<file path="src/hw/rtl/imu6lp_pkg.sv">
// Package for the six-axis IMU low-pass filter bank.
// Holds widths, filter coefficients, divider constants, word types and the
// shared floor-and-saturate function. Depends on nothing.
package imu6lp_pkg;

   localparam int SAMPLE_W  = 16;
   localparam int VALUE_W   = 32;
   localparam int FRAC_BITS = 16;
   localparam int COEF_BITS = 18;
   localparam int AVG_TAPS  = 5;

   // Filter accumulator width and the width left after dropping the
   // coefficient fraction bits.
   localparam int ACC_W   = 56;
   localparam int SHIFT_W = ACC_W - COEF_BITS;

   // Coefficients with COEF_BITS fraction bits.
   localparam logic signed [ACC_W-1:0] G3_INV  = ACC_W'(760);
   localparam logic signed [ACC_W-1:0] A0_COEF = ACC_W'(139480);
   localparam logic signed [ACC_W-1:0] A1_COEF = ACC_W'(-505769);
   localparam logic signed [ACC_W-1:0] A2_COEF = ACC_W'(622355);
   localparam logic signed [ACC_W-1:0] G2_INV  = ACC_W'(2050);
   localparam logic signed [ACC_W-1:0] B0_COEF = ACC_W'(-200804);
   localparam logic signed [ACC_W-1:0] B1_COEF = ACC_W'(454748);

   // Moving average divide: floor(n / AVG_TAPS) = (n * AVG_RECIP) >> DIV_SHIFT
   // for every magnitude n that the window sum can reach.
   localparam int SUM_W      = VALUE_W + $clog2(AVG_TAPS);
   localparam int DIV_SHIFT  = SUM_W + $clog2(AVG_TAPS);
   localparam int RECIP_W    = SUM_W + 1;
   localparam int RECIP_LO_W = RECIP_W / 2;
   localparam int RECIP_HI_W = RECIP_W - RECIP_LO_W;
   localparam logic [RECIP_W-1:0] AVG_RECIP =
      RECIP_W'(((64'd1 << DIV_SHIFT) + 64'(AVG_TAPS) - 64'd1) / 64'(AVG_TAPS));
   localparam logic [RECIP_LO_W-1:0] RECIP_LO = AVG_RECIP[RECIP_LO_W-1:0];
   localparam logic [RECIP_HI_W-1:0] RECIP_HI = AVG_RECIP[RECIP_W-1:RECIP_LO_W];

   // Register stages from an accepted word to a finished gyro result.
   localparam int GYRO_LAT = 5;

   // Result queue.
   localparam int RSP_DEPTH = 8;
   localparam int PTR_W     = $clog2(RSP_DEPTH);
   localparam int OCC_W     = $clog2(RSP_DEPTH + 1);

   typedef logic signed [SAMPLE_W-1:0] sample_type;
   typedef logic signed [VALUE_W-1:0]  value_type;

   typedef struct packed {
      value_type gyro_x_smoothed;
      value_type gyro_y_smoothed;
      value_type gyro_z_smoothed;
      value_type accel_x_filtered;
      value_type accel_y_filtered;
      value_type accel_z_filtered;
   } rsp_word_type;

   // Drops the coefficient fraction bits (floor) and saturates to 32 bits.
   function automatic value_type sat_floor(input logic signed [ACC_W-1:0] acc);
      logic signed [SHIFT_W-1:0]   shifted;
      logic [SHIFT_W-VALUE_W:0]    upper;
      shifted = acc[ACC_W-1:COEF_BITS];
      upper   = shifted[SHIFT_W-1:VALUE_W-1];
      if ((&upper) || (~|upper)) begin
         return shifted[VALUE_W-1:0];
      end else if (shifted[SHIFT_W-1]) begin
         return {1'b1, {(VALUE_W-1){1'b0}}};
      end else begin
         return {1'b0, {(VALUE_W-1){1'b1}}};
      end
   endfunction

endpackage

</file>
<file path="src/hw/rtl/imu6lp_accel_lane.sv">
// One accelerometer axis: second-order low-pass IIR.
// Depends on imu6lp_pkg.
module imu6lp_accel_lane (
   input  logic                  clock,
   input  logic                  reset,
   input  logic                  accept,
   input  imu6lp_pkg::sample_type sample,
   output imu6lp_pkg::value_type  filtered
);

   imu6lp_pkg::sample_type xh_ff [2];
   imu6lp_pkg::value_type  yh_ff [2];

   logic signed [imu6lp_pkg::ACC_W-1:0] xsum;
   logic signed [imu6lp_pkg::ACC_W-1:0] acc;
   imu6lp_pkg::value_type               lowpass_in;

   always_comb begin
      xsum = imu6lp_pkg::ACC_W'(sample) + imu6lp_pkg::ACC_W'(xh_ff[1])
           + 2 * imu6lp_pkg::ACC_W'(xh_ff[0]);
      acc  = ((xsum * imu6lp_pkg::G2_INV) <<< imu6lp_pkg::FRAC_BITS)
           + imu6lp_pkg::ACC_W'(yh_ff[1]) * imu6lp_pkg::B0_COEF
           + imu6lp_pkg::ACC_W'(yh_ff[0]) * imu6lp_pkg::B1_COEF;
      lowpass_in = imu6lp_pkg::sat_floor(acc);
   end

   always_ff @(posedge clock) begin
      if (reset) begin
         for (int i = 0; i < 2; i++) begin
            xh_ff[i] <= '0;
            yh_ff[i] <= '0;
         end
      end else if (accept) begin
         xh_ff[1] <= xh_ff[0];
         xh_ff[0] <= sample;
         yh_ff[1] <= yh_ff[0];
         yh_ff[0] <= lowpass_in;
      end
   end

   // The newest output history entry is the lane result.
   assign filtered = yh_ff[0];

endmodule
</file>
<file path="config.mk">
export PLATFORM = sky130hd
export DESIGN_NAME = imu6lp_accel_lane
export DESIGN_NICKNAME = d
export VERILOG_FILES = /design/src/hw/rtl/imu6lp_pkg.sv /design/src/hw/rtl/imu6lp_accel_lane.sv
export SDC_FILE = /design/constraint.sdc
export NUM_CORES = 2
export LEC_CHECK = 0
export BUFFER_PORTS_ARGS = -buffer_cell sky130_fd_sc_hd__buf_2
export CAP_MARGIN = 15
export CORE_ASPECT_RATIO = 1.1
export CORE_MARGIN = 2
export CORE_UTILIZATION = 55
export DETAILED_ROUTE_END_ITERATION = 12
export GPL_TIMING_DRIVEN = 0
export HOLD_SLACK_MARGIN = 0.15
export PLACE_DENSITY = 0.73
export SYNTH_ARGS = -nofsm -noshare
export SYNTH_HDL_FRONTEND = slang
export SYNTH_SLANG_ARGS = --single-unit
</file>
<file path="constraint.sdc">
create_clock -name clock -period 11.35 [get_ports clock]
set_input_delay 2.27 -clock clock [delete_from_list [all_inputs] [get_ports clock]]
set_output_delay 2.27 -clock clock [all_outputs]
set_load 0.02 [all_outputs]
</file>
==> key figures <==
Floorplan
  • Y dimension of the die: ~260 µm
  • Boundary pin count: 51
  • Die Footprint: 59300 µm²
  • Core outline area: 57000 µm²
  • Die Wd: 232 µm
  • Initial standard-cell utilization of the core: 55.4%
  • Number of core rows: 92

Drt
  • Total DRC errors in the routed layout: 0
  • Remaining antenna violation count after routing: 0
  • DR pass1 iterations: 6
  • Routed via count: 21325
  • Post-DR wirelength/cell: approximately 18 µm
  • Starting DRT DRC Count: around 1500
  • Total length of routed wires: ~72 mm
  • Number of vias per cell after detailed routing: 5.36

Setup path
  • Crit path kind: input pin to flip-flop
  • Cell repeated most along the worst path: sky130_fd_sc_hd__ha_1
  • Slowest stage delay, CP: 0.58 ns
  • Category of the worst setup path launch point: input pin
  • Critical-path top delay cell: sky130_fd_sc_hd__fa_1
  • WP data arrival: 11.14 ns
  • Required time of the worst setup path: 11.60 ns
  • Total buffers and inverters traversed by the critical path: 3
  • Worst reg2reg path startpoint: yh_ff[0][0]$_SDFFCE_PN0P_
  • Cell family with most CP delay: compound AO/OA/AOI/OAI gates
  • Worst Setup SP: sample[2]
  • Largest driver fanout on the critical path: 10
  • Crit end category: flip-flop

STA
  • Number of pins exceeding their max-slew limit in the final report: 0
  • Final worst path period need: 10.89 ns
  • Final setup violation count: 0
  • Period utilisation layout: 95.9%
  • Achievable Freq: 0.0918 GHz
  • Fin Clk Skew: 0.0118 ns
  • Setup tns final: 0 ns
  • Worst max-slew margin expressed relative to the limit: a little over a fifth
  • Endpoints failing hold: 0
  • Slew at the pin closest to its max-slew limit: 1.16 ns

Logic synthesis
  • Post-synthesis cell type with the largest combined area: sky130_fd_sc_hd__fa_1
  • Top flip-flop cell by instance count after synthesis: sky130_fd_sc_hd__edfxtp_1
  • Seq cells post-synth: 96
  • Synth area leaders: sky130_fd_sc_hd__fa_1 (38%), sky130_fd_sc_hd__ha_1 (20%), sky130_fd_sc_hd__inv_1 (10%), sky130_fd_sc_hd__edfxtp_1 (9.1%), sky130_fd_sc_hd__a21o_1 (3.2%)
  • Portion of synthesized cell area occupied by the leading cell type: between 30% and 40%
  • Net count after synthesis: 4280
  • Ys async rst share: 0%
  • Syn. warnings: 0
  • Cell count after synthesis: around 3200
  • Number of different library cells in the post-synthesis netlist: 87
  • Number of synthesized flops with an enable pin: 96
  • Synthesized area per cell: 10.0 µm²
  • Cell area after synthesis: 31600 µm²
  • Sequential cell area fraction in the yosys report: 9.13%

CTS
  • Total clock buffers created by CTS: 9
  • Clock latency reported for the late side of the worst-skew pair: 0.38 ns
  • Post-CTS clock slew at the launch and capture registers of the worst setup and hold paths: 0.08 ns
  • Clock tree from TritonCTS: done
  • Root Buffer: sky130_fd_sc_hd__clkbuf_16
  • Count of hold-fix buffers inserted at cts: 0
  • Clock tree sinks: 96
  • Level count of the clock H-tree: 3
  • Maximum clock insertion buffer count: 2

Place
  • Half-perimeter wire length of the detailed placement result: 62.8 mm
  • GP Congestion: 0.931
  • Buffers added on ports: 50

Layout
  • Layout cells sized above 1: 6.14%
  • Number of nets in the final layout: about 4300
  • Diode insertion count for antenna repair: 0
  • Number of fill cells: 4912
  • Area growth syn-to-layout: 5.54%

GRT
  • Pin count of the biggest net entering global routing: 64
  • Gr ovfl total: 0
  • Initial antenna violation count: 0
  • Wire length of the first global-routing pass: 116 mm
  • Met2 GRT Util: 46.5%
  • Global-route track usage on met3: 1.76%
  • Number of global-route vias before repair: 22191
  • Met1 capacity usage during global routing: 32.5%
  • Global-route usage over all layers: 25.4%
  • Most utilized layer in the global route result: met2

Hold path
  • Path type of the worst min-delay path: flip-flop to flip-flop
  • Hold Crit Start: xh_ff[0][13]$_SDFFCE_PN0P_

Outcome
  • Status: complete, no violations

Flow run
  • Max_cap viols: 0
per-stage QoR:
| step | cells | cell area [µm²] | utilization (%) | hold slack, ns | setup slack (ns) |
|---|---|---|---|---|---|
| 2_1_floorplan | 3153 | 31600 | - | 0.564 | 0.727 |
| 3_3_place_gp | 3955 | 32800 | 57.5 | 0.571 | -0.778 |
| 3_5_place_dp | 3959 | 32800 | 57.7 | 0.583 | -0.741 |
| 4_1_cts | 3975 | 33200 | 58.2 | 0.602 | 0.0529 |
| 5_1_grt | 3976 | 33300 | 58.5 | 0.631 | -0.0458 |
| 6_report | 3976 | 33300 | 58.5 | 0.596 | 0.460 |
layout make-up:
class | instances | area [µm²] | share of cell area, %
clock buffers | 10 | 229 | 0.687
repair buffers | 57 | 363 | 1.09
well taps | 752 | 941 | 2.82
clock inverters | 6 | 62.6 | 0.188
inverters | 855 | 3210 | 9.63
multi-input cells | 2124 | 25100 | 75.4
flip-flops and latches | 96 | 2880 | 8.65
plain buffers | 76 | 519 | 1.56
kinds of logic (layout without fill, tap and decap cells):
family	Yosys count	in the layout	synth area share, %
AOI/OAI and AO/OA	477	477	10.4
xor gates and xnor gates	161	161	4.49
adders and majority gates	1108	1108	58.0
buffers and inverters	933	1004	11.8
DFF	96	96	9.13
and+or+nand+nor	378	378	6.16
layer usage:
layer / routed length [µm] / share of wire, %
met2: 37600 / 53
met5: 0 / 0
met3: 2660 / 3.7
met1: 29400 / 41
met4: 1930 / 2.7
placed cells by master, fill, tap and decap left out, types with 19 or more instances in the layout:
master                     Yosys  routed
sky130_fd_sc_hd__a21o_1      136     136
sky130_fd_sc_hd__a21oi_1     129     121
sky130_fd_sc_hd__and2_1       42      42
sky130_fd_sc_hd__buf_2         6      54
sky130_fd_sc_hd__buf_4        37      40
sky130_fd_sc_hd__clkbuf_1     25      24
sky130_fd_sc_hd__edfxtp_1     96      96
sky130_fd_sc_hd__fa_1        594     594
sky130_fd_sc_hd__ha_1        514     514
sky130_fd_sc_hd__inv_1       855     855
sky130_fd_sc_hd__nand2_1      61      60
sky130_fd_sc_hd__nand3_1      27      27
sky130_fd_sc_hd__nand4_1      20      20
sky130_fd_sc_hd__nor2_1      107     107
sky130_fd_sc_hd__nor2b_1      24      23
sky130_fd_sc_hd__nor3_1       19      19
sky130_fd_sc_hd__o21a_1       19      19
sky130_fd_sc_hd__o21ai_0      44      42
sky130_fd_sc_hd__o21bai_1     25      25
sky130_fd_sc_hd__or2_2        20      19
sky130_fd_sc_hd__xnor2_1     103      98
sky130_fd_sc_hd__xor2_1       57      54
sequential cells by signal, indices dropped and copies added, names as in the netlist:
name   cells
yh_ff     64
xh_ff     32
repair_timing:
item / in CTS / in global routing
endpoints found under the setup margin: 31 / 32
resized for setup: 4 / 30
pin swaps: 0 / 6
buffers inserted: 0 / 3
cells in the mapped netlist, drive strengths merged (43+ instances only):
| library cell | n |
|---|---|
| a21o | 137 |
| a21oi | 132 |
| and2 | 43 |
| buf | 49 |
| edfxtp | 96 |
| fa | 594 |
| ha | 514 |
| inv | 855 |
| nand2 | 62 |
| nor2 | 107 |
| o21ai | 62 |
| xnor2 | 104 |
| xor2 | 57 |
path summary, 6_finish.rpt:
| check | end | slack (ns) | cells past startpoint |
|---|---|---|---|
| max | yh_ff[0][13]$_SDFFCE_PN0P_ | 0.46 | 41 |
| max reg2reg | yh_ff[0][13]$_SDFFCE_PN0P_ | 1.02 | 36 |
| min reg2reg | xh_ff[0][29]$_SDFFCE_PN0P_ | 0.60 | 1 |
| min | xh_ff[0][29]$_SDFFCE_PN0P_ | 0.60 | 1 |
Power is left out: the tool's default activity adds up to more than one toggle a clock period on the data nets, which glitch-free logic cannot reach.
