`src/hw/rtl/imu6lp_pkg.sv`:
```
// Package for the six-axis IMU low-pass filter bank.
// Holds widths, filter coefficients, divider constants, word types and the
// shared floor-and-saturate function. Depends on nothing.
package imu6lp_pkg;

   localparam int SAMPLE_W  = 16;
   localparam int VALUE_W   = 32;
   localparam int FRAC_BITS = 16;
   localparam int COEF_BITS = 18;
   localparam int AVG_TAPS  = 5;

   // Filter accumulator width and the width left after dropping the
   // coefficient fraction bits.
   localparam int ACC_W   = 56;
   localparam int SHIFT_W = ACC_W - COEF_BITS;

   // Coefficients with COEF_BITS fraction bits.
   localparam logic signed [ACC_W-1:0] G3_INV  = ACC_W'(760);
   localparam logic signed [ACC_W-1:0] A0_COEF = ACC_W'(139480);
   localparam logic signed [ACC_W-1:0] A1_COEF = ACC_W'(-505769);
   localparam logic signed [ACC_W-1:0] A2_COEF = ACC_W'(622355);
   localparam logic signed [ACC_W-1:0] G2_INV  = ACC_W'(2050);
   localparam logic signed [ACC_W-1:0] B0_COEF = ACC_W'(-200804);
   localparam logic signed [ACC_W-1:0] B1_COEF = ACC_W'(454748);

   // Moving average divide: floor(n / AVG_TAPS) = (n * AVG_RECIP) >> DIV_SHIFT
   // for every magnitude n that the window sum can reach.
   localparam int SUM_W      = VALUE_W + $clog2(AVG_TAPS);
   localparam int DIV_SHIFT  = SUM_W + $clog2(AVG_TAPS);
   localparam int RECIP_W    = SUM_W + 1;
   localparam int RECIP_LO_W = RECIP_W / 2;
   localparam int RECIP_HI_W = RECIP_W - RECIP_LO_W;
   localparam logic [RECIP_W-1:0] AVG_RECIP =
      RECIP_W'(((64'd1 << DIV_SHIFT) + 64'(AVG_TAPS) - 64'd1) / 64'(AVG_TAPS));
   localparam logic [RECIP_LO_W-1:0] RECIP_LO = AVG_RECIP[RECIP_LO_W-1:0];
   localparam logic [RECIP_HI_W-1:0] RECIP_HI = AVG_RECIP[RECIP_W-1:RECIP_LO_W];

   // Register stages from an accepted word to a finished gyro result.
   localparam int GYRO_LAT = 5;

   // Result queue.
   localparam int RSP_DEPTH = 8;
   localparam int PTR_W     = $clog2(RSP_DEPTH);
   localparam int OCC_W     = $clog2(RSP_DEPTH + 1);

   typedef logic signed [SAMPLE_W-1:0] sample_type;
   typedef logic signed [VALUE_W-1:0]  value_type;

   typedef struct packed {
      value_type gyro_x_smoothed;
      value_type gyro_y_smoothed;
      value_type gyro_z_smoothed;
      value_type accel_x_filtered;
      value_type accel_y_filtered;
      value_type accel_z_filtered;
   } rsp_word_type;

   // Drops the coefficient fraction bits (floor) and saturates to 32 bits.
   function automatic value_type sat_floor(input logic signed [ACC_W-1:0] acc);
      logic signed [SHIFT_W-1:0]   shifted;
      logic [SHIFT_W-VALUE_W:0]    upper;
      shifted = acc[ACC_W-1:COEF_BITS];
      upper   = shifted[SHIFT_W-1:VALUE_W-1];
      if ((&upper) || (~|upper)) begin
         return shifted[VALUE_W-1:0];
      end else if (shifted[SHIFT_W-1]) begin
         return {1'b1, {(VALUE_W-1){1'b0}}};
      end else begin
         return {1'b0, {(VALUE_W-1){1'b1}}};
      end
   endfunction

endpackage

```
`src/hw/rtl/imu6lp_gyro_lane.sv`:
```
// One gyro axis: third-order low-pass IIR followed by the moving average.
// Depends on imu6lp_pkg.
module imu6lp_gyro_lane (
   input  logic                  clock,
   input  logic                  reset,
   input  logic                  accept,
   input  imu6lp_pkg::sample_type sample,
   output imu6lp_pkg::value_type  smoothed
);

   imu6lp_pkg::sample_type xh_ff  [3];
   imu6lp_pkg::value_type  yh_ff  [3];
   imu6lp_pkg::value_type  wnd_ff [imu6lp_pkg::AVG_TAPS];

   logic signed [imu6lp_pkg::ACC_W-1:0] xsum;
   logic signed [imu6lp_pkg::ACC_W-1:0] acc;
   imu6lp_pkg::value_type               lowpass_in;

   logic signed [imu6lp_pkg::SUM_W-1:0] sum_in, sum_ff;
   logic [imu6lp_pkg::SUM_W-1:0]        mag_ff;
   logic                                neg3_ff, neg4_ff;
   logic [imu6lp_pkg::SUM_W+imu6lp_pkg::RECIP_LO_W-1:0] pp_lo_ff;
   logic [imu6lp_pkg::SUM_W+imu6lp_pkg::RECIP_HI_W-1:0] pp_hi_ff;
   logic [imu6lp_pkg::SUM_W+imu6lp_pkg::RECIP_W-1:0]    prod;
   logic [imu6lp_pkg::VALUE_W-1:0]                      quot;
   imu6lp_pkg::value_type                               smoothed_in, smoothed_ff;

   // Filter recurrence; closes through the history registers.
   always_comb begin
      xsum = imu6lp_pkg::ACC_W'(sample) + imu6lp_pkg::ACC_W'(xh_ff[0])
           + 3 * (imu6lp_pkg::ACC_W'(xh_ff[1]) + imu6lp_pkg::ACC_W'(xh_ff[2]));
      acc  = ((xsum * imu6lp_pkg::G3_INV) <<< imu6lp_pkg::FRAC_BITS)
           + imu6lp_pkg::ACC_W'(yh_ff[2]) * imu6lp_pkg::A0_COEF
           + imu6lp_pkg::ACC_W'(yh_ff[1]) * imu6lp_pkg::A1_COEF
           + imu6lp_pkg::ACC_W'(yh_ff[0]) * imu6lp_pkg::A2_COEF;
      lowpass_in = imu6lp_pkg::sat_floor(acc);
   end

   always_ff @(posedge clock) begin
      if (reset) begin
         for (int i = 0; i < 3; i++) begin
            xh_ff[i] <= '0;
            yh_ff[i] <= '0;
         end
         for (int i = 0; i < imu6lp_pkg::AVG_TAPS; i++) begin
            wnd_ff[i] <= '0;
         end
      end else if (accept) begin
         xh_ff[2] <= xh_ff[1];
         xh_ff[1] <= xh_ff[0];
         xh_ff[0] <= sample;
         yh_ff[2] <= yh_ff[1];
         yh_ff[1] <= yh_ff[0];
         yh_ff[0] <= lowpass_in;
         for (int i = imu6lp_pkg::AVG_TAPS - 1; i > 0; i--) begin
            wnd_ff[i] <= wnd_ff[i-1];
         end
         wnd_ff[0] <= lowpass_in;
      end
   end

   always_comb begin
      sum_in = '0;
      for (int i = 0; i < imu6lp_pkg::AVG_TAPS; i++) begin
         sum_in = sum_in + imu6lp_pkg::SUM_W'(wnd_ff[i]);
      end
   end

   // The divide works on the magnitude so that the quotient truncates
   // toward zero; the reciprocal product is split in two halves.
   always_comb begin
      prod = {pp_hi_ff, imu6lp_pkg::RECIP_LO_W'(0)}
           + (imu6lp_pkg::SUM_W + imu6lp_pkg::RECIP_W)'(pp_lo_ff);
      quot = prod[imu6lp_pkg::DIV_SHIFT+imu6lp_pkg::VALUE_W-1:imu6lp_pkg::DIV_SHIFT];
      smoothed_in = neg4_ff ? -quot : quot;
   end

   always_ff @(posedge clock) begin
      sum_ff      <= sum_in;
      mag_ff      <= sum_ff[imu6lp_pkg::SUM_W-1] ? -sum_ff : sum_ff;
      neg3_ff     <= sum_ff[imu6lp_pkg::SUM_W-1];
      pp_lo_ff    <= mag_ff * imu6lp_pkg::RECIP_LO;
      pp_hi_ff    <= mag_ff * imu6lp_pkg::RECIP_HI;
      neg4_ff     <= neg3_ff;
      smoothed_ff <= smoothed_in;
   end

   assign smoothed = smoothed_ff;

endmodule

```
`config.mk`:
```
export PLATFORM = sky130hd
export DESIGN_NAME = imu6lp_gyro_lane
export DESIGN_NICKNAME = d
export VERILOG_FILES = /design/src/hw/rtl/imu6lp_pkg.sv /design/src/hw/rtl/imu6lp_gyro_lane.sv
export SDC_FILE = /design/constraint.sdc
export NUM_CORES = 2
export LEC_CHECK = 0
export ABC_AREA = 0
export BUFFER_PORTS_ARGS = -buffer_cell sky130_fd_sc_hd__buf_2
export CAP_MARGIN = 5
export CORE_MARGIN = 4
export CORE_UTILIZATION = 45
export DETAILED_ROUTE_END_ITERATION = 6
export HOLD_SLACK_MARGIN = 0.1
export PLACE_DENSITY = 0.68
export SLEW_MARGIN = 5
export SYNTH_ARGS = -nofsm -noshare
export SYNTH_HDL_FRONTEND = slang
export SYNTH_SLANG_ARGS = --single-unit
```
`constraint.sdc`:
```
create_clock -name clock -period 29.2 [get_ports clock]
set_input_delay 2.92 -clock clock [delete_from_list [all_inputs] [get_ports clock]]
set_output_delay 2.92 -clock clock [all_outputs]
set_load 0.1 [all_outputs]
```
==> results.txt <==
- Status: complete, no violations
- Fin. Hold Viols: 0
- Initial cell density of the core: 0.4539
- Worst Setup Start Kind: flip-flop
- In this run the worst hold path is classified as flip-flop to flip-flop.
* Pin count of the biggest net entering global routing: ~160
- Reg2Reg Capture Point: wnd_ff[0][14]$_SDFFCE_PN0P_
- The final route contains about 48000 vias.
- After synthesis, the largest family of logic cells by area is adder cells.
- Type of the setup path with the least slack: flip-flop to flip-flop
- Storage cell area: around 10000 µm²
* Tightest slew margin relative to the limit: 0.2033
- Final RePlAce weighted congestion: roughly 0.9
- The max-slew violation count came to 0.
- In this run, synthesis produced a sequential element count of 397.
- The clock tree synthesis step divided the H-tree into 2 levels.
- Max Root-Sink Buffers: 3
* Number of buffer cells added on primary ports: 50
- The number of antenna violations at the first check in global routing came to 1.
- The floorplan step set the die height to about 410 µm.
- The clock reaches the later pin of the worst-skew pair after 0.67 ns.
* Minimum clock period after layout: roughly 18 ns
- Part of the Yosys area used for sequential elements: 0.1373
- Synthesized-area fraction occupied by and/or/nand/nor cells: 0.05772
* # hold bufs at CTS: 0
- Across all register-to-register paths, the minimum setup slack is 11.51 ns.
- Final nets: ~10000
- Cell family with the largest share of critical-path delay: adder cells
- Data on the critical path is required at its endpoint by around 30 ns.
* Top area cells in the synthesized netlist: fa_1, ha_1, inv_1, edfxtp_1, dfxtp_1
- Global Route Usage Sum: 0.2173
- The total area inside the core boundary comes to about 160000 µm².
- Of the total synthesized cell area, the portion taken by XOR and XNOR cells is 0.04854.
* TritonCTS Sinks: 397
- In the synthesized netlist the async set-or-reset flop fraction comes to 0.
- The number of nets in the synthesized netlist is roughly 9700.
* Number of standard-cell rows in the floorplan: around 150
- Static timing analysis puts the maximum clock frequency at 56.53 MHz.
- For the worst setup path, the data arrival time is between 15 and 20 ns.
- During I/O placement, the number of pins put on the boundary was about 50.
- Routed wirelength normalized by instance count: ~19 µm
- Setup repair after global routing left no endpoint under its margin.
- For the pin with the worst max-slew slack, the measured transition is 1.195 ns.
- Max-cap violations in this run came to 0.
- CP bufs+invs: 11
- The worst hold path was traced through 0 stages.
* HPWL after DPL: around 150000 µm
- Of the post-synthesis cell area, the dominant cell type holds 0.3615.
- TritonCTS built the clock tree.
- Synth cell count leaders: inv_1, fa_1, ha_1
- Relative to the synthesized area, the layout overhead comes to 6.375%.
- R2R cell count: between 60 and 70
* Biggest fanout along the worst timing path: 31
- Using the TritonRoute via totals, the vias-per-cell ratio works out to approximately 5.1.
- Startpoint of the worst hold path: neg3_ff$_DFF_P_
* TritonRoute pass-1 iters: 6
* Post-Synthesis Cells: 7130
- In this run the remaining antenna-violating nets after routing total 0.
- Among all stages on the critical path, the largest delay is contributed by xor2_1.
- After detailed placement, the total cell area comes to roughly 76000 µm².
- Each instance of the synthesized netlist takes up on average just over 10 µm².
- Cell at the root of the clock tree: clkbuf_16
* RR Startpoint: xh_ff[0][16]$_SDFFCE_PN0P_
- In the post-synthesis netlist, the cell with the most instances is inv_1.
* TritonCTS Buffers: 51
* Portion of netlist area occupied by mux cells: 0.002346
- Largest area contributor in the synthesized netlist: fa_1
* Number of global-route vias before repair: 52721
* Stage delay of the slowest cell on the critical path: 0.71 ns
- The total overflow left after global routing is 0.
- Quantity of gates resized following cts: 0
- On the final layout, the worst clock skew is between 0.03 and 0.04 ns.
- Fraction of layout instances using a drive strength above 1: 0.02892
- The cell that appears most often on the critical path is fa_1.
* Global-route wire length before repair: 288600 µm
- Iter 0 DRT Violations: 2657
- Clock transition at the registers of the reported paths: roughly 0.060 ns
- Filler cells: roughly 15000
* Die outline area: around 170000 µm²
- The Yosys step of the flow raised 0 warnings.
- Final worst path period share: 0.6059
- Synthesized-area fraction occupied by ao, oa, aoi and oai cells: 0.07262
- After synthesis, the netlist uses between 80 and 90 different library cells.
- Kind of end point of the critical path: flip-flop
* Post-Synth Adder-Cell Area: 0.5732
* Final std cell area, no fill: 77710 µm²
- Post-CTS timing repair inserted 0 buffers for setup.
- Remaining design rule violation count: 0
* Primary flip-flop cell chosen by synthesis mapping: edfxtp_1
- Final setup fails: 0
* Footprint of the multi-input gates: around 55000 µm²
- Die Span X: roughly 410 µm
* Number of synthesized flops with an enable pin: ~210
- Destination of the worst hold path: neg4_ff$_DFF_P_
* Setup tns final: 0 ns
- Total routed wirelength: between 150000 and 200000 µm
* Post-synthesis cell area: ~73000 µm²
placed cells by master, fill, tap and decap left out, types with 25 or more instances in the layout:
| cell | count |
|---|---|
| nand2b_1 | 44 |
| dfxtp_1 | 189 |
| o21bai_1 | 39 |
| nor3_1 | 50 |
| nand3_1 | 56 |
| o21ai_0 | 159 |
| buf_2 | 50 |
| a31oi_1 | 25 |
| o21a_1 | 44 |
| fa_1 | 1319 |
| a21oi_1 | 248 |
| edfxtp_1 | 208 |
| clkbuf_16 | 53 |
| ha_1 | 1230 |
| and3_1 | 38 |
| nor2b_1 | 40 |
| inv_1 | 2032 |
| nor2_1 | 247 |
| a21o_1 | 110 |
| xnor2_1 | 287 |
| and2_1 | 115 |
| nand2_1 | 138 |
| nand4_1 | 32 |
| xor2_1 | 116 |
layout make-up:
type	instances	share of cell area
clock inverters	35	0.005088
inverters	2033	0.09820
multi-input cells	4629	0.7095
diodes	1	0.00003220
flip-flops and latches	397	0.1291
well taps	2160	0.03478
repair buffers	73	0.005603
clock buffers	61	0.01771
worst max path at each step:
stage                               startpoint                          end  slack [ns]  cells after the start
finish              xh_ff[0][16]$_SDFFCE_PN0P_  wnd_ff[0][14]$_SDFFCE_PN0P_       11.51                     65
global route        xh_ff[0][16]$_SDFFCE_PN0P_  wnd_ff[0][17]$_SDFFCE_PN0P_       10.31                     65
CTS                 xh_ff[0][16]$_SDFFCE_PN0P_  wnd_ff[0][14]$_SDFFCE_PN0P_       11.59                     65
detailed placement                   sample[1]  wnd_ff[0][14]$_SDFFCE_PN0P_       11.51                     56
global placement                     sample[1]   wnd_ff[0][9]$_SDFFCE_PN0P_       11.67                     56
floorplan                            sample[1]  wnd_ff[0][24]$_SDFFCE_PN0P_       12.92                     55
stage by stage:
stage / worst slack [ns] / cells / hold WS, ns / utilization
floorplan: 12.92 / 7130 / 0.3096 / -
global placement: 11.67 / 9292 / 0.3116 / 0.4718
detailed placement: 11.51 / 9292 / 0.3121 / 0.4718
CTS: 11.59 / 9388 / 0.3264 / 0.4829
global route: 10.31 / 9389 / 0.3360 / 0.4829
finish: 11.51 / 9389 / 0.3259 / 0.4829
logic make-up after synthesis:
group	after synthesis
xor gates and xnor gates	404
DFF	397
AOI/OAI and AO/OA	814
muxes	17
and+or+nand+nor	837
adders and majority gates	2557
buffers and inverters	2104
per-layer routing:
layer / global-route usage / vias up / part of all wire
met3: 0.02583 / 271 / 0.043
met5: 0 / - / 0
met2: 0.3918 / 951 / 0.51
li1: - / 22377 / -
met4: 0.06352 / 0 / 0.033
met1: 0.2732 / 24227 / 0.41
state kept, by name, indices dropped and copies added, names as in the netlist:
register,flops
wnd_ff,160
pp_hi_ff,52
sum_ff,35
mag_ff,35
pp_lo_ff,33
neg3_ff,1
xh_ff,48
smoothed,32
neg4_ff,1
Power is left out: the tool's default activity adds up to more than one toggle a clock period on the data nets, which glitch-free logic cannot reach.
